**src/sv/lcdns_pkg.sv**
```systemverilog
// ----------------------------------------------------------------------------
// lcdns_pkg
// Types, constants and step tables shared by the character LCD sequencer.
// ----------------------------------------------------------------------------
package lcdns_pkg;

  localparam int CFG_W      = 16;
  localparam int WAIT_W     = 17;
  localparam int STEP_W     = 5;
  localparam int QDEPTH     = 4;
  localparam int QPTR_W     = $clog2(QDEPTH);
  localparam int QCNT_W     = $clog2(QDEPTH + 1);
  localparam int S_TDATA_W  = 24;
  localparam int M_TDATA_W  = 24;

  localparam logic [7:0] ROW0_BASE   = 8'h80;
  localparam logic [7:0] ROW1_BASE   = 8'hC0;
  localparam logic [7:0] CMD_CLEAR   = 8'h01;
  localparam logic [7:0] CMD_HOME    = 8'h02;
  localparam logic [7:0] CMD_FUNCSET = 8'h28;
  localparam logic [7:0] CMD_DISPON  = 8'h0C;
  localparam logic [7:0] CMD_ENTRY   = 8'h06;
  localparam logic [3:0] INIT_NIB    = 4'h3;
  localparam logic [3:0] INIT_4BIT   = 4'h2;

  localparam logic [WAIT_W-1:0] INIT_GAP1_US = WAIT_W'(5000);
  localparam logic [WAIT_W-1:0] INIT_GAP2_US = WAIT_W'(150);

  localparam logic [STEP_W-1:0] BYTE_LAST  = STEP_W'(3);
  localparam logic [STEP_W-1:0] INIT_LAST  = STEP_W'(24);
  localparam logic [STEP_W-1:0] INIT_BYTE0 = STEP_W'(9);

  typedef enum logic [1:0] {
    ACT_COMMAND = 2'd0,
    ACT_DATA    = 2'd1,
    ACT_CURSOR  = 2'd2,
    ACT_INIT    = 2'd3
  } action_t;

  typedef enum logic [1:0] {
    CFG_ENABLE_HIGH = 2'd0,
    CFG_SETTLE      = 2'd1,
    CFG_LONG_CMD    = 2'd2,
    CFG_POWER_UP    = 2'd3
  } cfg_index_t;

  typedef enum logic [2:0] {
    W_ENABLE,
    W_SETTLE,
    W_GAP_LONG,
    W_GAP_SHORT,
    W_LONG,
    W_POWER
  } wait_sel_t;

  typedef struct packed {
    logic [CFG_W-1:0] enable_high;
    logic [CFG_W-1:0] settle;
    logic [CFG_W-1:0] long_cmd;
    logic [CFG_W-1:0] power_up;
  } cfg_regs_t;

  typedef struct packed {
    logic       is_init;
    logic       rs;
    logic [7:0] byte_value;
    logic       long_cmd;
  } job_t;

  typedef struct packed {
    logic empty;
    logic full;
  } q_status_t;

  typedef struct packed {
    logic              busy;
    logic [STEP_W-1:0] step;
  } back_status_t;

  typedef struct packed {
    logic      en;
    logic [3:0] nib;
    wait_sel_t wsel;
  } step_code_t;

  function automatic step_code_t byte_step(logic [7:0] b, logic long_cmd, logic [1:0] sub);
    step_code_t sc;
    sc.en   = ~sub[0];
    sc.nib  = sub[1] ? b[3:0] : b[7:4];
    sc.wsel = sub[0] ? ((sub[1] && long_cmd) ? W_LONG : W_SETTLE) : W_ENABLE;
    return sc;
  endfunction

  function automatic step_code_t init_step(logic [STEP_W-1:0] k);
    step_code_t        sc;
    logic [STEP_W-1:0] j;
    logic [1:0]        pair;
    logic [7:0]        b;
    sc   = '{en: 1'b0, nib: 4'h0, wsel: W_POWER};
    j    = '0;
    pair = '0;
    b    = CMD_FUNCSET;
    if (k == '0) begin
      sc = '{en: 1'b0, nib: 4'h0, wsel: W_POWER};
    end else if (k < INIT_BYTE0) begin
      j       = k - STEP_W'(1);
      pair    = j[2:1];
      sc.en   = ~j[0];
      sc.nib  = (pair == 2'd3) ? INIT_4BIT : INIT_NIB;
      if (!j[0]) begin
        sc.wsel = W_ENABLE;
      end else if (pair == 2'd0) begin
        sc.wsel = W_GAP_LONG;
      end else if (pair == 2'd3) begin
        sc.wsel = W_SETTLE;
      end else begin
        sc.wsel = W_GAP_SHORT;
      end
    end else begin
      j = k - INIT_BYTE0;
      case (j[3:2])
        2'd0:    b = CMD_FUNCSET;
        2'd1:    b = CMD_DISPON;
        2'd2:    b = CMD_ENTRY;
        default: b = CMD_CLEAR;
      endcase
      sc = byte_step(b, j[3:2] == 2'd3, j[1:0]);
    end
    return sc;
  endfunction

endpackage

```
**src/sv/char_lcd_nibble_sequencer_core.sv**
```systemverilog
// ----------------------------------------------------------------------------
// char_lcd_nibble_sequencer_core
// Character LCD request sequencer for a 4-bit bus with timed pin steps.
// ----------------------------------------------------------------------------
// Each request becomes a run of pin steps, one step per cycle from the step
// sequencer while the receiver takes them; an initialise request has a longer
// run than a command, data or cursor request. A four-entry job queue lets
// requests be taken while the sequencer works. The output register is
// reloaded in the same cycle that its step is taken, so a stalled step holds
// the sequencer, and steps go out back to back once the receiver takes them.
// Register writes must be made only while no request is in flight.
module char_lcd_nibble_sequencer_core (
  input  logic                            clk,
  input  logic                            rst,
  input  logic                            cfg_we,
  input  logic [1:0]                      cfg_index,
  input  logic [lcdns_pkg::CFG_W-1:0]     cfg_wdata,
  input  logic                            s_tvalid,
  output logic                            s_tready,
  input  logic [lcdns_pkg::S_TDATA_W-1:0] s_tdata,  // byte_value, row_select, column
  input  logic [1:0]                      s_tuser,  // action
  output logic                            m_tvalid,
  input  logic                            m_tready,
  output logic [lcdns_pkg::M_TDATA_W-1:0] m_tdata,  // enable_level, data_nibble, wait_us
  output logic                            m_tuser,  // register_select
  output logic                            m_tlast   // last
);
  import lcdns_pkg::*;

  cfg_regs_t    cfg;
  logic         push;
  logic         pop;
  job_t         job;
  job_t         head;
  q_status_t    q_st;
  back_status_t back_st;

  always_ff @(posedge clk) begin
    if (rst) begin
      cfg.enable_high <= CFG_W'(1);
      cfg.settle      <= CFG_W'(100);
      cfg.long_cmd    <= CFG_W'(2000);
      cfg.power_up    <= CFG_W'(40000);
    end else if (cfg_we) begin
      case (cfg_index_t'(cfg_index))
        CFG_ENABLE_HIGH: cfg.enable_high <= cfg_wdata;
        CFG_SETTLE:      cfg.settle      <= cfg_wdata;
        CFG_LONG_CMD:    cfg.long_cmd    <= cfg_wdata;
        CFG_POWER_UP:    cfg.power_up    <= cfg_wdata;
        default:         cfg             <= cfg;
      endcase
    end
  end

  lcdns_front u_front (
    .s_tvalid (s_tvalid),
    .s_tready (s_tready),
    .s_tdata  (s_tdata),
    .s_tuser  (s_tuser),
    .q_st     (q_st),
    .push     (push),
    .job      (job)
  );

  lcdns_queue u_queue (
    .clk    (clk),
    .rst    (rst),
    .push   (push),
    .job_in (job),
    .pop    (pop),
    .head   (head),
    .q_st   (q_st)
  );

  lcdns_back u_back (
    .clk      (clk),
    .rst      (rst),
    .cfg      (cfg),
    .head     (head),
    .q_st     (q_st),
    .pop      (pop),
    .back_st  (back_st),
    .m_tvalid (m_tvalid),
    .m_tready (m_tready),
    .m_tdata  (m_tdata),
    .m_tuser  (m_tuser),
    .m_tlast  (m_tlast)
  );

  a_last_enable_low : assert property (@(posedge clk) disable iff (rst)
    m_tvalid && m_tlast |-> !m_tdata[0])
    else $error("final step of a request has enable high");

  a_data_no_long_wait : assert property (@(posedge clk) disable iff (rst)
    m_tvalid && m_tuser |-> !m_tdata[21])
    else $error("data byte step carries a long wait");

  a_step_needs_job : assert property (@(posedge clk) disable iff (rst)
    back_st.step != '0 |-> back_st.busy)
    else $error("sequencer mid-request with an empty queue");

  a_accept_fills_queue : assert property (@(posedge clk) disable iff (rst)
    s_tvalid && s_tready |=> !q_st.empty)
    else $error("accepted request did not reach the queue");

endmodule

```
**src/sv/lcdns_front.sv**
```systemverilog
// ----------------------------------------------------------------------------
// lcdns_front
// Accepts requests, works out the byte to send and queues one job per request.
// ----------------------------------------------------------------------------
module lcdns_front (
  input  logic                           s_tvalid,
  output logic                           s_tready,
  input  logic [lcdns_pkg::S_TDATA_W-1:0] s_tdata,
  input  logic [1:0]                     s_tuser,
  input  lcdns_pkg::q_status_t           q_st,
  output logic                           push,
  output lcdns_pkg::job_t                job
);
  import lcdns_pkg::*;

  logic [7:0] byte_in;
  logic       row;
  logic [7:0] col;
  logic [7:0] addr;
  action_t    act;

  assign byte_in  = s_tdata[7:0];
  assign row      = s_tdata[8];
  assign col      = s_tdata[16:9];
  assign act      = action_t'(s_tuser);
  assign addr     = (row ? ROW1_BASE : ROW0_BASE) + col;
  assign s_tready = ~q_st.full;
  assign push     = s_tvalid & s_tready;

  always_comb begin
    job = '{is_init: 1'b0, rs: 1'b0, byte_value: byte_in, long_cmd: 1'b0};
    case (act)
      ACT_COMMAND: begin
        job.long_cmd = (byte_in == CMD_CLEAR) || (byte_in == CMD_HOME);
      end
      ACT_DATA: begin
        job.rs = 1'b1;
      end
      ACT_CURSOR: begin
        job.byte_value = addr;
        job.long_cmd   = (addr == CMD_CLEAR) || (addr == CMD_HOME);
      end
      default: begin
        job.is_init = 1'b1;
      end
    endcase
  end

endmodule

```
**src/sv/lcdns_queue.sv**
```systemverilog
// ----------------------------------------------------------------------------
// lcdns_queue
// Short job queue between the request front end and the step sequencer.
// ----------------------------------------------------------------------------
module lcdns_queue (
  input  logic                 clk,
  input  logic                 rst,
  input  logic                 push,
  input  lcdns_pkg::job_t      job_in,
  input  logic                 pop,
  output lcdns_pkg::job_t      head,
  output lcdns_pkg::q_status_t q_st
);
  import lcdns_pkg::*;

  job_t              entries [QDEPTH];
  logic [QPTR_W-1:0] wr_ptr;
  logic [QPTR_W-1:0] rd_ptr;
  logic [QCNT_W-1:0] count;
  logic              do_push;
  logic              do_pop;

  assign q_st.empty = (count == '0);
  assign q_st.full  = (count == QCNT_W'(QDEPTH));
  assign do_push    = push & ~q_st.full;
  assign do_pop     = pop & ~q_st.empty;
  assign head       = entries[rd_ptr];

  always_ff @(posedge clk) begin
    if (do_push) begin
      entries[wr_ptr] <= job_in;
    end
    if (rst) begin
      wr_ptr <= '0;
      rd_ptr <= '0;
      count  <= '0;
    end else begin
      if (do_push) begin
        wr_ptr <= wr_ptr + QPTR_W'(1);
      end
      if (do_pop) begin
        rd_ptr <= rd_ptr + QPTR_W'(1);
      end
      if (do_push && !do_pop) begin
        count <= count + QCNT_W'(1);
      end else if (do_pop && !do_push) begin
        count <= count - QCNT_W'(1);
      end
    end
  end

endmodule

```
**src/sv/lcdns_back.sv**
```systemverilog
// ----------------------------------------------------------------------------
// lcdns_back
// Step sequencer: turns the queue head job into pin steps, one a cycle unless stalled.
// ----------------------------------------------------------------------------
module lcdns_back (
  input  logic                            clk,
  input  logic                            rst,
  input  lcdns_pkg::cfg_regs_t            cfg,
  input  lcdns_pkg::job_t                 head,
  input  lcdns_pkg::q_status_t            q_st,
  output logic                            pop,
  output lcdns_pkg::back_status_t         back_st,
  output logic                            m_tvalid,
  input  logic                            m_tready,
  output logic [lcdns_pkg::M_TDATA_W-1:0] m_tdata,
  output logic                            m_tuser,
  output logic                            m_tlast
);
  import lcdns_pkg::*;

  logic [STEP_W-1:0] step;
  logic [STEP_W-1:0] step_next;
  logic              out_free;
  logic              fire;
  logic              is_last;
  step_code_t        sc;
  logic [WAIT_W-1:0] settle_w;
  logic [WAIT_W-1:0] wait_val;
  logic              out_rs;
  logic              out_en;
  logic [3:0]        out_nib;
  logic [WAIT_W-1:0] out_wait;
  logic              out_last;

  assign out_free = ~m_tvalid | m_tready;
  assign fire     = ~q_st.empty & out_free;
  assign is_last  = head.is_init ? (step == INIT_LAST) : (step == BYTE_LAST);
  assign pop      = fire & is_last;
  assign settle_w = WAIT_W'(cfg.settle);

  always_comb begin
    if (head.is_init) begin
      sc = init_step(step);
    end else begin
      sc = byte_step(head.byte_value, head.long_cmd, step[1:0]);
    end
  end

  // Every sum is of two values below 2^16, so none reaches the 17-bit limit.
  always_comb begin
    case (sc.wsel)
      W_ENABLE:    wait_val = WAIT_W'(cfg.enable_high);
      W_SETTLE:    wait_val = settle_w;
      W_GAP_LONG:  wait_val = settle_w + INIT_GAP1_US;
      W_GAP_SHORT: wait_val = settle_w + INIT_GAP2_US;
      W_LONG:      wait_val = settle_w + WAIT_W'(cfg.long_cmd);
      W_POWER:     wait_val = WAIT_W'(cfg.power_up);
      default:     wait_val = settle_w;
    endcase
  end

  always_comb begin
    step_next = step;
    if (fire) begin
      step_next = is_last ? '0 : step + STEP_W'(1);
    end
  end

  always_ff @(posedge clk) begin
    if (fire) begin
      out_rs   <= head.rs;
      out_en   <= sc.en;
      out_nib  <= sc.nib;
      out_wait <= wait_val;
      out_last <= is_last;
    end
    if (rst) begin
      step     <= '0;
      m_tvalid <= 1'b0;
    end else begin
      step <= step_next;
      if (fire) begin
        m_tvalid <= 1'b1;
      end else if (m_tready) begin
        m_tvalid <= 1'b0;
      end
    end
  end

  assign back_st.busy = ~q_st.empty;
  assign back_st.step = step;

  // m_tdata: enable_level, data_nibble, wait_us, zero fill.
  assign m_tdata = {{(M_TDATA_W - WAIT_W - 5){1'b0}}, out_wait, out_nib, out_en};
  assign m_tuser = out_rs;
  assign m_tlast = out_last;

endmodule
```
**config.mk**
```make
export PLATFORM = sky130hd
export DESIGN_NAME = char_lcd_nibble_sequencer_core
export DESIGN_NICKNAME = d
export VERILOG_FILES = /design/src/sv/lcdns_pkg.sv /design/src/sv/char_lcd_nibble_sequencer_core.sv /design/src/sv/lcdns_front.sv /design/src/sv/lcdns_queue.sv /design/src/sv/lcdns_back.sv
export SDC_FILE = /design/constraint.sdc
export NUM_CORES = 1
export LEC_CHECK = 0
export BUFFER_PORTS_ARGS = -buffer_cell sky130_fd_sc_hd__clkbuf_2
export CORE_MARGIN = 2
export CORE_UTILIZATION = 35
export CTS_BUF_LIST = sky130_fd_sc_hd__clkbuf_16
export DETAILED_ROUTE_END_ITERATION = 6
export GPL_TIMING_DRIVEN = 0
export PLACE_DENSITY_LB_ADDON = 0.08
export SETUP_SLACK_MARGIN = 0.5
export SLEW_MARGIN = 30
export SYNTH_ARGS = -nofsm -noshare
export SYNTH_HDL_FRONTEND = slang
export SYNTH_HIERARCHICAL = 1
export SYNTH_SLANG_ARGS = --single-unit
export TNS_END_PERCENT = 50
```
**constraint.sdc**
```tcl
create_clock -name clk -period 3.4 [get_ports clk]
set_input_delay 0.68 -clock clk [delete_from_list [all_inputs] [get_ports clk]]
set_output_delay 0.68 -clock clk [all_outputs]
set_load 0.005 [all_outputs]
```
# After elaboration in Yosys (flattened, before gate mapping)
# Memories as Yosys holds them, arrays and structs flattened. A register that Yosys moved wholly into a read port is not among the register bits.
# Index checks and enable logic that the tools add are counted.
# totals
reg_bits	101
latchBits	0
ramBits	44
rom_bits	0
input_bits	49
out_inout_bits	28
elab_cells	111
memories	1
# op_classes
addsub	11
multipliers	0
div	0
magnitude_cmp	1
eq_ne	20
shifts	0
mux	30
n_bitwise	12
n_reduce_logical	22
# memory_table
memory	depth	width	read_ports	rd_ports_with_merged_regs	write_ports	line	rtl
u_queue.entries	4	11	1	1	1	lcdns_queue.sv:16	job_t entries [QDEPTH];
# ops
operator	n
$pmux W17 S5	1
$mux W8	4
$mux W3	8
$pmux W6 S3	1
$add A16 B13 Y17 const B	1
$add A16 B16 Y17	1
$add A16 B8 Y17 const B	1
$eq A8 B1 Y1 const B	2
$eq A8 B2 Y1 const B	2
$eq A2 B2 Y1 const B	6
$eq A3 B3 Y1 const B	3
$add A8 B8 Y8	1
$logic_not A2 Y1	4
$mux W1	8
$mux W4	2
$reduce_and A2 Y1	4
$mux W7	1
$eq A2 B1 Y1 const B	3
$eq A3 B2 Y1 const B	2
$logic_not A3 Y1	2
$mux W2	3
$not A1 Y1	6
$sub A3 B1 Y3 const B	2
$add A5 B1 Y5 const B	1
other kinds (16)	27

# Longest topological paths before layout
# logic_depth
depth_word	10
mapped_depth	13
ltp_nobuf	12

# By module
# The synthesis kept the hierarchy.
# by_module_without_submodules
module	instances	cells_each	area_per_inst_um2	seq_area_each_um2
lcdns_back	1	397	3220.6	840.8
char_lcd_nibble_sequencer_core	1	248	2605.0	1281.2
lcdns_queue	1	105	2055.7	1501.4
lcdns_front	1	26	200.2	0.0

# Least setup slack after synthesis
# No wires, ideal clock.
# synth_timing
kind	input -> register
from	input port m_tready
to	register u_queue.count[2]
setup_ns	0.070
t_arrival_ns	3.040
required_time_ns	3.330
slack_ns	0.290
stages	11
path_buffers	1
cell_sequence	nand2b_1 -> and2_1 -> clkbuf_1 -> and2_1 -> o31ai_2 -> ha_1 -> inv_1 -> fa_1 -> xor2_1 -> or3_1 -> a21oi_1
# synth_via
elab_chain_cells	7
elab_cells_between_ends	9
cone_classes	mux (1); bitwise (4); reduce/logical (4)
# synth_rtl
item	line	rtl
from (decl)	char_lcd_nibble_sequencer_core.sv:23	input logic m_tready,
$or A1 B1 Y1 *	lcdns_back.sv:35	assign out_free = ~m_tvalid | m_tready;
$and A1 B1 Y1 *	lcdns_back.sv:36	assign fire = ~q_st.empty & out_free;
via u_back.fire	lcdns_back.sv:24	logic fire;
$and A1 B1 Y1 *	lcdns_back.sv:38	assign pop = fire & is_last;
via pop	char_lcd_nibble_sequencer_core.sv:32	logic pop;
$and A1 B1 Y1 *	lcdns_queue.sv:26	assign do_pop = pop & ~q_st.empty;
$logic_not A1 Y1	lcdns_queue.sv:44	if (do_push && !do_pop) begin
$logic_and A1 B1 Y1	lcdns_queue.sv:44	
$mux W3 / $reduce_bool A2 Y1 (equally long branches)	n/a	
to (signal assigned)	lcdns_queue.sv:45	count <= count + QCNT_W'(1);
to (signal assigned)	lcdns_queue.sv:47	count <= count - QCNT_W'(1);
to (decl)	lcdns_queue.sv:19	logic [QCNT_W-1:0] count;
# Mark *: on every way through the listed nets, which the timed path passes. The rest lies on a longest branch.
# A chain may end at the register's enable or synchronous reset.

# Worst setup path in the final report
# layout_timing
from	register u_back.step[1]
to	register u_back.out_wait[5], data pin
# layout_via
elab_chain_cells	10
elab_cells_between_ends	25
cone_classes	add/sub (2); order compare (1); eq/ne (6); mux (11); reduce/logical (5)
# layout_rtl
item	line	rtl
from (decl)	lcdns_back.sv:21	logic [STEP_W-1:0] step;
from (signal assigned)	lcdns_back.sv:81	step <= step_next;
$sub A4 B4 Y4 / $sub A3 B1 Y3 (equally long branches)	lcdns_pkg.sv:120, lcdns_pkg.sv:106	
$eq A2 B2 Y1, on equally long branches	lcdns_pkg.sv:127, lcdns_pkg.sv:114	
$logic_and A1 B1 Y1 / $mux W2 (equally long branches)	lcdns_pkg.sv:90, lcdns_pkg.sv:114	
$mux W3, on equally long branches	lcdns_pkg.sv:90, lcdns_pkg.sv:112	
$mux W3, on equally long branches	lcdns_pkg.sv:90, lcdns_pkg.sv:110	
$mux W8	lcdns_pkg.sv:105	end else if (k < INIT_BYTE0) begin
$mux W8	lcdns_pkg.sv:103	if (k == '0) begin
$mux W8 *	lcdns_back.sv:42	if (head.is_init) begin
$eq A3 B3 Y1 (tied with other cells)	lcdns_back.sv:51	case (sc.wsel)
$pmux W17 S5 *	lcdns_back.sv:51	
via u_back.wait_val[5]	lcdns_back.sv:28	logic [WAIT_W-1:0] wait_val;
to (signal assigned)	lcdns_back.sv:74	out_wait <= wait_val;
to (decl)	lcdns_back.sv:32	logic [WAIT_W-1:0] out_wait;
# Marked as above.

==> impl_metrics.py <==
metrics = {
    "place": {
        "detailed_place_hpwl_um": 16900,
        "placed_area_um2": 8770,
        "port_buffers": 65,
        "routabilityCongestion": 0.878,
    },
    "synth": {
        "compound_gate_fraction_of_synth_area_pct": 11.1,
        "synth.area.mux_share_pct": 13.3,
        "postSynth.asyncResetShare_pct": 0,
        "yosys_warnings": 6,
        "synth_top_flop_cell": "sky130_fd_sc_hd__dfxtp_1",
        "synth_adder_area_share_pct": 5.45,
        "post_synth_num_cell_types": 71,
        "ys_seq_area_share_pct": 44.8,
        "synth_top_family_by_area": "simple AND/OR/NAND/NOR gates",
        "synthSimpleGateAreaFrac_pct": 16.9,
        "synth-seq-cells": 147,
        "synth-xor-area-share_pct": 4.12,
        "average_cell_area_after_synthesis_um2": 10.4,
        "synth_edf_count": 68,
        "synth.cell_area_um2": 8080,
        "synthCells": 776,
    },
    "worst_setup_path": {
        "critPathKind": "reg -> reg",
        "required_ps": 3550,
        "critPathMaxFanout": 6,
        "crit_arrival_ps": 3060,
        "timing.critical_path.to_type": "flop",
        "crit_path_start_kind": "flop",
    },
    "drt": {
        "detail_route.iter0.violations": 474,
        "route.vias.total": 6352,
        "average_detailed_routed_wire_length_per_instance_um": 19.3,
        "vias_per_cell": 5.33,
        "totalWireLength_um": 23000,
        "post-route-drc-count": 0,
        "drtPass1Iterations": 6,
        "detail-route-antenna-nets": 0,
    },
    "pwr": {
        "powerDensity_nw_per_um2": 703,
        "leakage_uw": 0.00410,
        "totalPowerFinal_uw": 6910,
        "vdd.ir_drop.worst_mv": 0.628,
    },
    "flow_run": {
        "max_cap_viol_count": 0,
    },
    "cts": {
        "cts_tree": "built",
        "post_cts_hold_buffer_count": 0,
        "max-clock-path-buffers": 2,
        "worst_setup_hold_path_clk_slew_ps": 70,
        "clock_sinks": 147,
        "ctsRootBufferMaster": "sky130_fd_sc_hd__clkbuf_16",
        "max_h_tree_level": 4,
        "clkLatencyLatePin_ps": 430,
        "cts_buffers": 17,
    },
    "timing": {
        "slew_headroom_pct": 55.6,
        "worst_slew_pin_slew_ps": 666,
        "post-route-period-util_pct": 85.6,
        "fin_setup_tns_ps": 0,
        "slew_violations": 0,
        "grt_setup_unrepaired": "true",
        "maxClockFrequency_ghz": 0.343,
        "worst_clock_skew_ps": 13.5,
        "finalSetupViolations": 0,
        "fin_crit_ps": 2910,
        "final_hold_viol_count": 0,
    },
    "finish": {
        "fraction_of_final_layout_cells_with_drive_strength_greater_than_1_pct": 24.5,
        "area.growth.synth_to_final_pct": 21.6,
        "fin_nets": 977,
        "postLayoutCoreUtil_pct": 43.4,
        "diodes": 0,
        "final_design_area_no_fill_um2": 9830,
    },
    "global_route": {
        "grt_use_total_pct": 19.0,
        "grt_start_max_net_pins": 32,
        "grt_first_pass_wirelength_um": 35000,
        "grt_overflow": 0,
        "first_global_vias": 6248,
        "grt_antenna_before_repair": 0,
    },
    "outcome": {
        "run_status": "finished, final reports clean",
    },
    "die": {
        "io-pin-count": 77,
        "die_area_um2": 24300,
        "floorplan.core_area_um2": 22600,
        "floorplan.die.width_um": 156,
        "rows": 55,
        "dieHeight_um": 156,
        "floorplan.initialDensity_pct": 35.7,
    },
    "min_path": {
        "hp-class": "reg -> reg",
    },
}
-- synthesized netlist by cell type, types with 2 or more instances --
| cell | n | share of area, % |
|---|---|---|
| sky130_fd_sc_hd__or2_2 | 2 | 0.15 |
| sky130_fd_sc_hd__xor2_1 | 27 | 2.9 |
| sky130_fd_sc_hd__a21oi_1 | 41 | 2.5 |
| sky130_fd_sc_hd__dfxtp_1 | 79 | 20 |
| sky130_fd_sc_hd__xnor2_1 | 11 | 1.2 |
| sky130_fd_sc_hd__nor2b_1 | 6 | 0.46 |
| sky130_fd_sc_hd__edfxtp_1 | 68 | 25 |
| sky130_fd_sc_hd__nor2_1 | 54 | 2.5 |
| sky130_fd_sc_hd__or3_1 | 7 | 0.54 |
| sky130_fd_sc_hd__mux2i_1 | 75 | 9.3 |
| sky130_fd_sc_hd__and3_1 | 2 | 0.15 |
| sky130_fd_sc_hd__o22ai_1 | 4 | 0.31 |
| sky130_fd_sc_hd__nor3b_1 | 3 | 0.28 |
| sky130_fd_sc_hd__ha_1 | 32 | 5.0 |
| sky130_fd_sc_hd__a22oi_1 | 4 | 0.37 |
| sky130_fd_sc_hd__buf_2 | 21 | 1.3 |
| sky130_fd_sc_hd__buf_4 | 7 | 0.65 |
| sky130_fd_sc_hd__clkbuf_1 | 19 | 0.88 |
| sky130_fd_sc_hd__and3b_1 | 2 | 0.22 |
| sky130_fd_sc_hd__and2_1 | 12 | 0.93 |
| sky130_fd_sc_hd__o211ai_1 | 4 | 0.37 |
| sky130_fd_sc_hd__nand2b_1 | 73 | 5.7 |
| sky130_fd_sc_hd__a21o_1 | 6 | 0.56 |
| sky130_fd_sc_hd__a222oi_1 | 4 | 0.50 |
| sky130_fd_sc_hd__nand3b_1 | 2 | 0.19 |
| sky130_fd_sc_hd__fa_1 | 2 | 0.50 |
| sky130_fd_sc_hd__nor4_1 | 2 | 0.15 |
| sky130_fd_sc_hd__a211oi_1 | 6 | 0.56 |
| sky130_fd_sc_hd__a2bb2oi_1 | 2 | 0.22 |
| sky130_fd_sc_hd__nor3_1 | 5 | 0.31 |
| sky130_fd_sc_hd__buf_6 | 4 | 0.56 |
| sky130_fd_sc_hd__a221oi_1 | 8 | 0.87 |
| sky130_fd_sc_hd__o21ai_0 | 30 | 1.9 |
| sky130_fd_sc_hd__inv_1 | 17 | 0.79 |
| sky130_fd_sc_hd__nand2_1 | 57 | 2.6 |
| sky130_fd_sc_hd__nor4b_1 | 2 | 0.22 |
| sky130_fd_sc_hd__nand3_1 | 12 | 0.74 |
| sky130_fd_sc_hd__a31oi_1 | 8 | 0.62 |
| sky130_fd_sc_hd__mux2_2 | 7 | 0.98 |
| sky130_fd_sc_hd__nand4_1 | 8 | 0.62 |
| sky130_fd_sc_hd__mux4_2 | 11 | 3.1 |
-- metrics by stage --
stage	setup WS [ps]	hold WS, ps	instances
finish	488	478	1192
global route	374	505	1192
CTS	484	482	1182
detailed placement	-149	472	1127
global placement	-33.1	465	1127
floorplan	531	446	777
-- worst paths after layout --
path         cells past startpoint  slack (ps)                            to                         from
max                             10         490  u_back/out_wait[5]$_DFFE_PP_  u_back/step[1]$_SDFFE_PP0P_
min                              2         480          cfg[14]$_SDFFE_PP0P_         cfg[14]$_SDFFE_PP0P_
max reg2reg                     10         490  u_back/out_wait[5]$_DFFE_PP_  u_back/step[1]$_SDFFE_PP0P_
min reg2reg                      2         480          cfg[14]$_SDFFE_PP0P_         cfg[14]$_SDFFE_PP0P_
-- state kept, by name, summed over array words and instances (netlist names), named ones only --
register         flops
u_queue/count        3
u_back/out_en        1
u_queue/wr_ptr       2
u_back/out_nib       4
cfg                 64
u_back/m_tvalid      1
u_queue/rd_ptr       2
u_back/step          5
u_queue/entries     44
u_back/m_tuser       1
u_back/out_wait     17
u_back/m_tlast       1
-- logic make-up after synthesis --
| group | after synthesis |
|---|---|
| AOI/OAI and AO/OA | 137 |
| DFF | 147 |
| muxes | 93 |
| buffers and inverters | 69 |
| and+or+nand+nor | 257 |
| other | 1 |
| adders and majority gates | 34 |
| xor gates and xnor gates | 38 |
-- area by class of cell --
type	count	area (µm²)
buffer	52	343
clock buffer	18	450
clock inverter	14	156
fill	2169	12800
inverter	17	63.8
multi-input combinational	561	4250
sequential	147	3630
tap	285	357
timing repair buffer	98	578
-- worst max-delay path: stages, from the launching register on --
cell and delay, ps:
sky130_fd_sc_hd__dfxtp_2 330, sky130_fd_sc_hd__buf_6 120, sky130_fd_sc_hd__or3_4 410, sky130_fd_sc_hd__xor2_4 170, sky130_fd_sc_hd__ha_2 190, sky130_fd_sc_hd__nor2b_4 140
sky130_fd_sc_hd__a311o_4 490, sky130_fd_sc_hd__buf_8 170, sky130_fd_sc_hd__clkbuf_2 150, sky130_fd_sc_hd__a221oi_1 300, sky130_fd_sc_hd__mux2i_1 150
-- power by group --
group	switching (µW)	total [µW]	internal, µW
Clock	876	1900	1030
Combinational	1480	2590	1110
Sequential	144	2410	2270
Total	2500	6910	4410
-- cell usage in the layout (no fill, tap or decap), types with 6 or more instances in the layout --
| master | count |
|---|---|
| sky130_fd_sc_hd__a21o_1 | 6 |
| sky130_fd_sc_hd__a21oi_1 | 38 |
| sky130_fd_sc_hd__a221oi_1 | 7 |
| sky130_fd_sc_hd__a31oi_1 | 7 |
| sky130_fd_sc_hd__and2_1 | 9 |
| sky130_fd_sc_hd__buf_2 | 15 |
| sky130_fd_sc_hd__buf_4 | 38 |
| sky130_fd_sc_hd__buf_6 | 12 |
| sky130_fd_sc_hd__clkbuf_1 | 15 |
| sky130_fd_sc_hd__clkbuf_16 | 18 |
| sky130_fd_sc_hd__clkbuf_2 | 68 |
| sky130_fd_sc_hd__dfxtp_1 | 77 |
| sky130_fd_sc_hd__edfxtp_1 | 68 |
| sky130_fd_sc_hd__ha_1 | 30 |
| sky130_fd_sc_hd__inv_1 | 16 |
| sky130_fd_sc_hd__mux2_2 | 7 |
| sky130_fd_sc_hd__mux2i_1 | 74 |
| sky130_fd_sc_hd__mux4_2 | 11 |
| sky130_fd_sc_hd__nand2_1 | 55 |
| sky130_fd_sc_hd__nand2b_1 | 73 |
| sky130_fd_sc_hd__nand3_1 | 12 |
| sky130_fd_sc_hd__nand4_1 | 8 |
| sky130_fd_sc_hd__nor2_1 | 54 |
| sky130_fd_sc_hd__o21ai_0 | 26 |
| sky130_fd_sc_hd__xnor2_1 | 11 |
| sky130_fd_sc_hd__xor2_1 | 25 |
-- metal layers --
| metal | vias up | GRT usage, % | wire, µm |
|---|---|---|---|
| met1 | 3117 | 26.3 | 10800 |
| met5 | - | 0 | 0 |
| met4 | 0 | 4.37 | 265 |
| met2 | 188 | 30.8 | 10800 |
| li1 | 3028 | - | - |
| met3 | 19 | 3.86 | 1180 |
-- what timing repair did --
| item | in CTS | in global routing |
|---|---|---|
| setup endpoints to repair | 21 | 19 |
| pin swaps | 10 | 15 |
| buffers inserted | 23 | 10 |
| gates resized for setup | 32 | 31 |
(Power assumes the default switching activity.)
